`src/teq_pkg.sv`:
```
// ----------------------------------------------------------------------------
// Timer expiry queue package
// Shared widths, codes and the request/result structures.
// ----------------------------------------------------------------------------
package teq_pkg;

  localparam int unsigned Timers   = 16;
  localparam int unsigned SlotW    = $clog2(Timers);
  localparam int unsigned TimeW    = 48;
  localparam int unsigned IvW      = 32;
  localparam int unsigned NextW    = 31;
  localparam int unsigned HandleW  = 4;

  localparam logic [1:0] OpAdd    = 2'd0;
  localparam logic [1:0] OpCancel = 2'd1;
  localparam logic [1:0] OpPoll   = 2'd2;

  localparam logic [1:0] KindAdd    = 2'd0;
  localparam logic [1:0] KindCancel = 2'd1;
  localparam logic [1:0] KindExpire = 2'd2;
  localparam logic [1:0] KindDone   = 2'd3;

  localparam logic [1:0] StOk     = 2'd0;
  localparam logic [1:0] StFull   = 2'd1;
  localparam logic [1:0] StNoSuch = 2'd2;

  localparam logic [NextW-1:0] NextCap = {NextW{1'b1}};

  typedef struct packed {
    logic [1:0]         kind;
    logic [HandleW-1:0] handle_res;
    logic [1:0]         status;
    logic [NextW-1:0]   next_timeout_ms;
    logic               last;
  } result_t;

  // Compare unit request and answer.
  typedef struct packed {
    logic [TimeW-1:0] a;
    logic [TimeW-1:0] b;
  } cmp_req_t;

  typedef struct packed {
    logic             lt;
    logic             le;
    logic [TimeW-1:0] diff;
  } cmp_rsp_t;

endpackage

```
`src/teq_cmp.sv`:
```
// ----------------------------------------------------------------------------
// Timer expiry queue compare unit
// One shared subtractor giving a - b with less-than and less-or-equal flags.
// ----------------------------------------------------------------------------
module teq_cmp (
  input  teq_pkg::cmp_req_t req_i,
  output teq_pkg::cmp_rsp_t rsp_o
);

  logic [teq_pkg::TimeW:0] sub;

  assign sub = {1'b0, req_i.a} - {1'b0, req_i.b};
  assign rsp_o.lt   = sub[teq_pkg::TimeW];
  assign rsp_o.le   = sub[teq_pkg::TimeW] || (req_i.a == req_i.b);
  assign rsp_o.diff = sub[teq_pkg::TimeW-1:0];

endmodule

```
`src/timer_expiry_queue_top.sv`:
```
// ----------------------------------------------------------------------------
// Timer expiry queue
// Sixteen timer slots with add, cancel and ordered poll.
// ----------------------------------------------------------------------------
// Requests arrive on the s_axis channel; results leave on m_axis, tlast
// marking the final result of each request. One request is handled at a
// time and s_axis_tready stays low until its last result has been taken.
// An add checks one slot per cycle and takes the lowest free slot, or
// reports the table full when none is free. A cancel passes through
// S_CANCEL before S_OUT; an undefined op goes straight to S_OUT.
// A poll makes one pass through the shared compare unit for each expired
// timer it reports, then one more pass and a pass to find the nearest
// expiry. The next request can be taken in the cycle after the last
// result handshake. The result register holds while m_axis_tready is low
// and the sequencer waits. After reset all slots are free; interval and
// expiry storage is not cleared since it is only read for live slots.
// ----------------------------------------------------------------------------
module timer_expiry_queue_top (
  input  logic        clk_i,
  input  logic        rst_ni,
  input  logic        s_axis_tvalid,
  output logic        s_axis_tready,
  // op[1:0], now_ms[49:2], interval_ms[81:50], periodic[82], handle[86:83]
  input  logic [87:0] s_axis_tdata,
  output logic        m_axis_tvalid,
  input  logic        m_axis_tready,
  // kind[1:0], handle_res[5:2], status[7:6], next_timeout_ms[38:8]
  output logic [39:0] m_axis_tdata,
  output logic        m_axis_tlast
);

  localparam int unsigned SlotW = teq_pkg::SlotW;
  localparam int unsigned TimeW = teq_pkg::TimeW;

  typedef enum logic [2:0] {
    S_IDLE, S_ADD, S_CANCEL, S_SCAN, S_NEXT, S_OUT
  } state_e;

  state_e                   state_q;
  logic [TimeW-1:0]         now_q;
  logic [teq_pkg::IvW-1:0]  iv_q;
  logic                     per_q;
  logic [3:0]               handle_q;
  logic [SlotW:0]           idx_q;
  logic                     found_q;
  logic [SlotW-1:0]         pick_q;
  logic [TimeW-1:0]         best_q;
  logic [teq_pkg::Timers-1:0] valid_q, periodic_q, done_q;
  logic [teq_pkg::IvW-1:0]  interval_q [teq_pkg::Timers];
  logic [TimeW-1:0]         expiry_q   [teq_pkg::Timers];
  teq_pkg::result_t         res_q;
  logic                     res_v_q;
  logic                     out_last_q;
  state_e                   after_q;

  teq_pkg::cmp_req_t creq;
  teq_pkg::cmp_rsp_t crsp;
  logic [SlotW-1:0]  idx;
  logic [TimeW:0]    sum;
  logic [TimeW-1:0]  sat_exp;
  logic [teq_pkg::IvW-1:0] rearm_iv;

  assign idx = idx_q[SlotW-1:0];

  teq_cmp u_cmp (.req_i(creq), .rsp_o(crsp));

  // During scans compare current slot expiry against the best so far, or,
  // in the expiry scan, against now before any candidate is found. The final
  // step of the nearest-expiry pass compares the best expiry against now.
  always_comb begin
    creq.a = expiry_q[idx];
    creq.b = best_q;
    if (state_q == S_SCAN && !found_q) creq.b = now_q;
    if (state_q == S_NEXT && idx_q == (SlotW+1)'(teq_pkg::Timers)) begin
      creq.a = best_q;
      creq.b = now_q;
    end
  end

  assign rearm_iv = (state_q == S_ADD) ? iv_q : interval_q[pick_q];
  assign sum      = {1'b0, now_q} + {{(TimeW - teq_pkg::IvW + 1){1'b0}}, rearm_iv};
  assign sat_exp  = sum[TimeW] ? {TimeW{1'b1}} : sum[TimeW-1:0];

  assign s_axis_tready = (state_q == S_IDLE);
  assign m_axis_tvalid = res_v_q;
  assign m_axis_tdata  = {1'b0, res_q.next_timeout_ms, res_q.status,
                          res_q.handle_res, res_q.kind};
  assign m_axis_tlast  = res_q.last;

  always_ff @(posedge clk_i) begin
    if (state_q == S_ADD && idx_q < (SlotW+1)'(teq_pkg::Timers) && !valid_q[idx]) begin
      interval_q[idx] <= iv_q;
      expiry_q[idx]   <= sat_exp;
    end
    if (state_q == S_SCAN && idx_q == (SlotW+1)'(teq_pkg::Timers) && found_q &&
        periodic_q[pick_q]) begin
      expiry_q[pick_q] <= sat_exp;
    end
  end

  always_ff @(posedge clk_i or negedge rst_ni) begin
    if (!rst_ni) begin
      state_q    <= S_IDLE;
      after_q    <= S_IDLE;
      valid_q    <= '0;
      periodic_q <= '0;
      done_q     <= '0;
      res_v_q    <= 1'b0;
      idx_q      <= '0;
      found_q    <= 1'b0;
      out_last_q <= 1'b0;
    end else begin
      case (state_q)
        S_IDLE: begin
          if (s_axis_tvalid) begin
            now_q    <= s_axis_tdata[49:2];
            iv_q     <= s_axis_tdata[81:50];
            per_q    <= s_axis_tdata[82];
            handle_q <= s_axis_tdata[86:83];
            idx_q    <= '0;
            found_q  <= 1'b0;
            done_q   <= '0;
            case (s_axis_tdata[1:0])
              teq_pkg::OpAdd:    state_q <= S_ADD;
              teq_pkg::OpCancel: state_q <= S_CANCEL;
              teq_pkg::OpPoll:   state_q <= S_SCAN;
              default: begin
                res_q   <= '{teq_pkg::KindAdd, '0, teq_pkg::StOk, '0, 1'b1};
                state_q <= S_OUT;
                after_q <= S_IDLE;
              end
            endcase
          end
        end
        S_ADD: begin
          after_q <= S_IDLE;
          if (idx_q == (SlotW+1)'(teq_pkg::Timers)) begin
            res_q   <= '{teq_pkg::KindAdd, '0, teq_pkg::StFull, '0, 1'b1};
            state_q <= S_OUT;
          end else if (!valid_q[idx]) begin
            valid_q[idx]    <= 1'b1;
            periodic_q[idx] <= per_q;
            res_q   <= '{teq_pkg::KindAdd, teq_pkg::HandleW'(idx), teq_pkg::StOk, '0, 1'b1};
            state_q <= S_OUT;
          end else begin
            idx_q <= idx_q + 1'b1;
          end
        end
        S_CANCEL: begin
          after_q <= S_IDLE;
          state_q <= S_OUT;
          if ({4'b0, handle_q} < 8'(teq_pkg::Timers) &&
              valid_q[handle_q[SlotW-1:0]]) begin
            valid_q[handle_q[SlotW-1:0]]    <= 1'b0;
            periodic_q[handle_q[SlotW-1:0]] <= 1'b0;
            res_q <= '{teq_pkg::KindCancel, handle_q, teq_pkg::StOk, '0, 1'b1};
          end else begin
            res_q <= '{teq_pkg::KindCancel, '0, teq_pkg::StNoSuch, '0, 1'b1};
          end
        end
        S_SCAN: begin
          if (idx_q == (SlotW+1)'(teq_pkg::Timers)) begin
            idx_q   <= '0;
            found_q <= 1'b0;
            if (found_q) begin
              done_q[pick_q] <= 1'b1;
              if (!periodic_q[pick_q]) valid_q[pick_q] <= 1'b0;
              res_q   <= '{teq_pkg::KindExpire, teq_pkg::HandleW'(pick_q),
                           teq_pkg::StOk, '0, 1'b0};
              state_q <= S_OUT;
              after_q <= S_SCAN;
            end else begin
              state_q <= S_NEXT;
            end
          end else begin
            idx_q <= idx_q + 1'b1;
            if (valid_q[idx] && !done_q[idx] && (found_q ? crsp.lt : crsp.le)) begin
              found_q <= 1'b1;
              pick_q  <= idx;
              best_q  <= expiry_q[idx];
            end
          end
        end
        S_NEXT: begin
          if (idx_q == (SlotW+1)'(teq_pkg::Timers)) begin
            res_q.kind       <= teq_pkg::KindDone;
            res_q.handle_res <= '0;
            res_q.status     <= teq_pkg::StOk;
            res_q.last       <= 1'b1;
            if (!found_q) res_q.next_timeout_ms <= teq_pkg::NextCap;
            else if (crsp.le) res_q.next_timeout_ms <= '0;
            else if (|crsp.diff[TimeW-1:teq_pkg::NextW])
              res_q.next_timeout_ms <= teq_pkg::NextCap;
            else res_q.next_timeout_ms <= crsp.diff[teq_pkg::NextW-1:0];
            state_q <= S_OUT;
            after_q <= S_IDLE;
          end else begin
            idx_q <= idx_q + 1'b1;
            if (valid_q[idx] && (!found_q || crsp.lt)) begin
              found_q <= 1'b1;
              best_q  <= expiry_q[idx];
            end
          end
        end
        S_OUT: begin
          if (!res_v_q) begin
            res_v_q    <= 1'b1;
            out_last_q <= res_q.last;
          end else if (m_axis_tready) begin
            res_v_q <= 1'b0;
            state_q <= after_q;
          end
        end
        default: state_q <= S_IDLE;
      endcase
    end
  end

  a_ready_idle: assert property (@(posedge clk_i) disable iff (!rst_ni)
    m_axis_tvalid |-> !s_axis_tready) else $error("ready while result pending");
  a_last_match: assert property (@(posedge clk_i) disable iff (!rst_ni)
    m_axis_tvalid |-> (m_axis_tlast == out_last_q)) else $error("last mismatch");
  a_expire_not_last: assert property (@(posedge clk_i) disable iff (!rst_ni)
    (m_axis_tvalid && m_axis_tdata[1:0] == teq_pkg::KindExpire) |-> !m_axis_tlast)
    else $error("expiry marked last");

endmodule
```
`config.mk`:
```
export PLATFORM = sky130hd
export DESIGN_NAME = timer_expiry_queue_top
export DESIGN_NICKNAME = d
export VERILOG_FILES = /design/src/teq_pkg.sv /design/src/teq_cmp.sv /design/src/timer_expiry_queue_top.sv
export SDC_FILE = /design/constraint.sdc
export NUM_CORES = 2
export LEC_CHECK = 0
export BUFFER_PORTS_ARGS = -buffer_cell sky130_fd_sc_hd__buf_4
export CORE_AREA = 5 5 357 535
export DETAILED_ROUTE_END_ITERATION = 16
export DIE_AREA = 0 0 362 540
export SYNTH_ARGS = -nofsm -noshare
export SYNTH_HDL_FRONTEND = slang
export SYNTH_SLANG_ARGS = --single-unit
```
`constraint.sdc`:
```
create_clock -name clk_i -period 9.65 [get_ports clk_i]
set_clock_uncertainty 0.15 [all_clocks]
set_input_delay 0.965 -clock clk_i [delete_from_list [all_inputs] [get_ports clk_i]]
set_output_delay 0.965 -clock clk_i [all_outputs]
set_load 0.01 [all_outputs]
```
==> results by group <==
Detailed routing
  • Post-Route WL: between 150,000 and 200,000 µm
  • Drc violations: 0
  • Post-DRT Antenna Nets: 0
  • Initial DRC Count: 3,095
  • First-pass iteration count of the detailed router: 7
  • Via Count: between 30,000 and 40,000
  • Routed wire per std cell: between 20 and 30 µm
  • Via density per instance: between 5 and 6

Setup path
  • CP Launch Type: flop
  • Worst Path Arrival: 7.93 ns
  • Worst-path maximum fanout: 60
  • Crit end category: flop
  • Req. time, crit path: 9.91 ns
  • Worst Setup Path Type: reg -> reg

Clocking
  • Setup Fix Bufs, Post-CTS: 0
  • Longest Clk Path Bufs: 3
  • CTS Hold Bufs: 0
  • Resized Gates After CTS: 0
  • Clk sink count: 1,520
  • CTS tree: done
  • CTS clk-pin slew, worst paths: 0.06 ns
  • H-tree Lvls: 4
  • Worst-Skew Late Latency: 0.80 ns
  • Clk root buf: clkbuf_16
  • Total CTS buffers: 154

Logic synthesis
  • Average size of a mapped cell: 18.34 µm²
  • Mapped Cells: 3,527
  • Ys flop type: edfxtp_1
  • Ys Warns: 0
  • Syn_nets: 3,708
  • Yosys reg bits: 1,520
  • Synth Cell Area: around 65,000 µm²
  • Number of flops mapped to enable cells by yosys: 1,457
  • Ys async rst share: roughly 3.9%
  • Seq/Total Area, Yosys: 70.06%
  • Count of cell types in the netlist: 91

Floorplan
  • Num rows: between 150 and 200
  • Core region area: 185,700 µm²
  • I/O pin count: between 100 and 150
  • Initial Util: 34.83%
  • DIE HEIGHT: 540 µm
  • Die Area: 195,500 µm²
  • Die X: 362 µm

Final layout
  • Commonest non-fill, non-tap cell in the layout: edfxtp_1
  • Area grow syn2layout: 13.67%
  • Fillers: 16,660
  • Most frequent cells in the layout: edfxtp_1 (1,457), mux4_2 (420), nand2_1 (216)
  • Layout cells sized above 1: around a quarter
  • Layout Nets: 3,880
  • Final Non-Filler Cells: between 6,000 and 7,000

Power and ir drop
  • Overall power: around 23 mW
  • Leak: about 24 nW
  • Pwr Density: 314.8 nW/µm²
  • Maximum VDD drop: 203.0 µV

Global route
  • Fraction of met3 tracks used by global routing: 3.178%
  • Total track usage: ~17%
  • Pin count of the biggest net entering global routing: 129
  • Most Used Layer, Global Route: met2
  • Vias in the first global route: between 30,000 and 40,000
  • Global-route wire length before repair: 240,400 µm
  • Met1 usage: 22.42%
  • Met2 usage: between 20% and 30%
  • Initial antenna violation count: 6
  • Grt total ovfl: 0

Placed design
  • DP Cell Count: 5,993
  • Gp weighted congestion: around 0.9
  • DP Wirelength: 97,530 µm
  • Port bufs: 132

STA
  • Final hold viol count: 0
  • Max-slew violation count: 0
  • Tmin final: between 7 and 8 ns
  • Setup TNS: 0 ns
  • RSZ-0062 raised after global routing: no
  • Measured slew at the worst slew-check pin: 1.157 ns
  • Max Fclk: 130.4 MHz
  • Max transition margin: 22.89%
  • Fin crit share: 79.46%
  • Setup violations, final: 0

Flow run
  • Max Cap Viol: 0

Outcome
  • Outcome: completed

Worst hold path
  • Hold Path Class: in -> async
## cells in the mapped netlist (13+ instances only)
cell	instances	area share, %
inv_1	32	0.19
a21oi_1	145	1.1
mux2i_1	70	1.1
ha_1	87	1.7
buf_2	19	0.15
and3_1	38	0.37
nand2_1	217	1.3
mux2_2	55	0.96
nor3_1	54	0.42
and2_1	13	0.13
a31oi_1	20	0.19
clkbuf_1	108	0.63
dfrtp_1	59	2.3
buf_1	37	0.21
nor2b_1	21	0.20
a21oi_2	32	0.43
a21o_1	37	0.43
mux4_2	420	15
xnor2_1	37	0.50
o21a_1	17	0.20
nand3_1	25	0.19
nand2b_1	17	0.16
edfxtp_1	1457	68
o21ai_0	136	1.1
xor2_1	22	0.30
nor2_1	144	0.84
nand4_1	27	0.26
## flip-flops by register name, indices dropped and copies added (netlist names), named ones only
signal	count
after_q	1
best_q	48
done_q	16
expiry_q	768
found_q	1
handle_q	4
idx_q	5
interval_q	512
iv_q	32
m_axis_tdata	39
m_axis_tlast	1
m_axis_tvalid	1
now_q	48
per_q	1
periodic_q	16
pick_q	4
state_q	3
valid_q	16
## cell type report
class / instances / area [µm²] / area share, %
tap: 2450 / 3065 / 4.170
multi-input combinational: 1783 / 18640 / 25.36
inverter: 32 / 120.1 / 0.1634
sequential: 1520 / 45330 / 61.67
clock inverter: 77 / 703.2 / 0.9566
clock buffer: 195 / 4029 / 5.481
antenna: 2 / 5.005 / 0.006808
timing repair buffer: 208 / 1612 / 2.192
## per-layer routing
layer	share of wire, %	up-vias
met2	49	1152
met5	0.024	-
li1	-	14750
met1	41	18010
met4	2.7	6
met3	6.5	254
## critical path: stages, from the launching register on
cell and delay, ns:
dfrtp_4 0.86, buf_12 0.44, buf_4 0.70, mux4_2 0.59
mux4_2 0.57, mux2_2 0.30, ha_1 0.42, a21oi_1 0.39
o21ai_0 0.27, a21oi_1 0.33, o2111a_1 0.23, a21boi_1 0.27
o21ai_1 0.25, a211oi_1 0.42, a21oi_1 0.13, nor2b_4 0.15
buf_4 0.57
## power by group
| part | switching [mW] | internal, mW |
|---|---|---|
| Sequential | 0.353 | 8.77 |
| Clock | 2.51 | 3.17 |
| Combinational | 5.41 | 2.94 |
| Total | 8.27 | 14.9 |
## worst paths after layout
check | startpoint | to | slack, ns | depth (start not counted)
worst max-delay path | idx_q[0] | best_q[23] | 1.98 | 16
worst min-delay path | rst_ni | valid_q[0] | 0.11 | 1
worst max register to register | idx_q[0] | best_q[23] | 1.98 | 16
worst min register to register | done_q[2] | done_q[2] | 0.35 | 2
max in group asynchronous | rst_ni | idx_q[1] | 8.58 | 1
min in group clk_i | s_axis_tdata[31] | now_q[29] | 0.20 | 1
## cell families (layout without fill, tap and decap cells)
kind of cell / count (synthesis) / count (layout) / share of synthesized area, %
flops: 1520 / 1520 / 70.06
xor+xnor: 59 / 59 / 0.7990
other cells: 1 / 3 / 0.005798
simple gates: 600 / 600 / 4.343
mux: 545 / 545 / 16.67
fa+ha+maj: 89 / 89 / 1.745
buf+inv: 224 / 512 / 1.579
compound gates: 489 / 489 / 4.802
## per-stage QoR
step	hold slack, ns	setup slack, ns	instance area, µm²	util (%)
floorplan	0.2731	1.227	64670	-
global placement	0.3233	1.972	68770	37.04
detailed placement	0.3321	1.956	68770	37.04
CTS	0.08354	1.913	73510	39.58
global route	0.1479	1.472	73510	39.59
finish	0.1058	1.983	73510	39.59
Note: power is estimated with default switching activity, not from simulation.
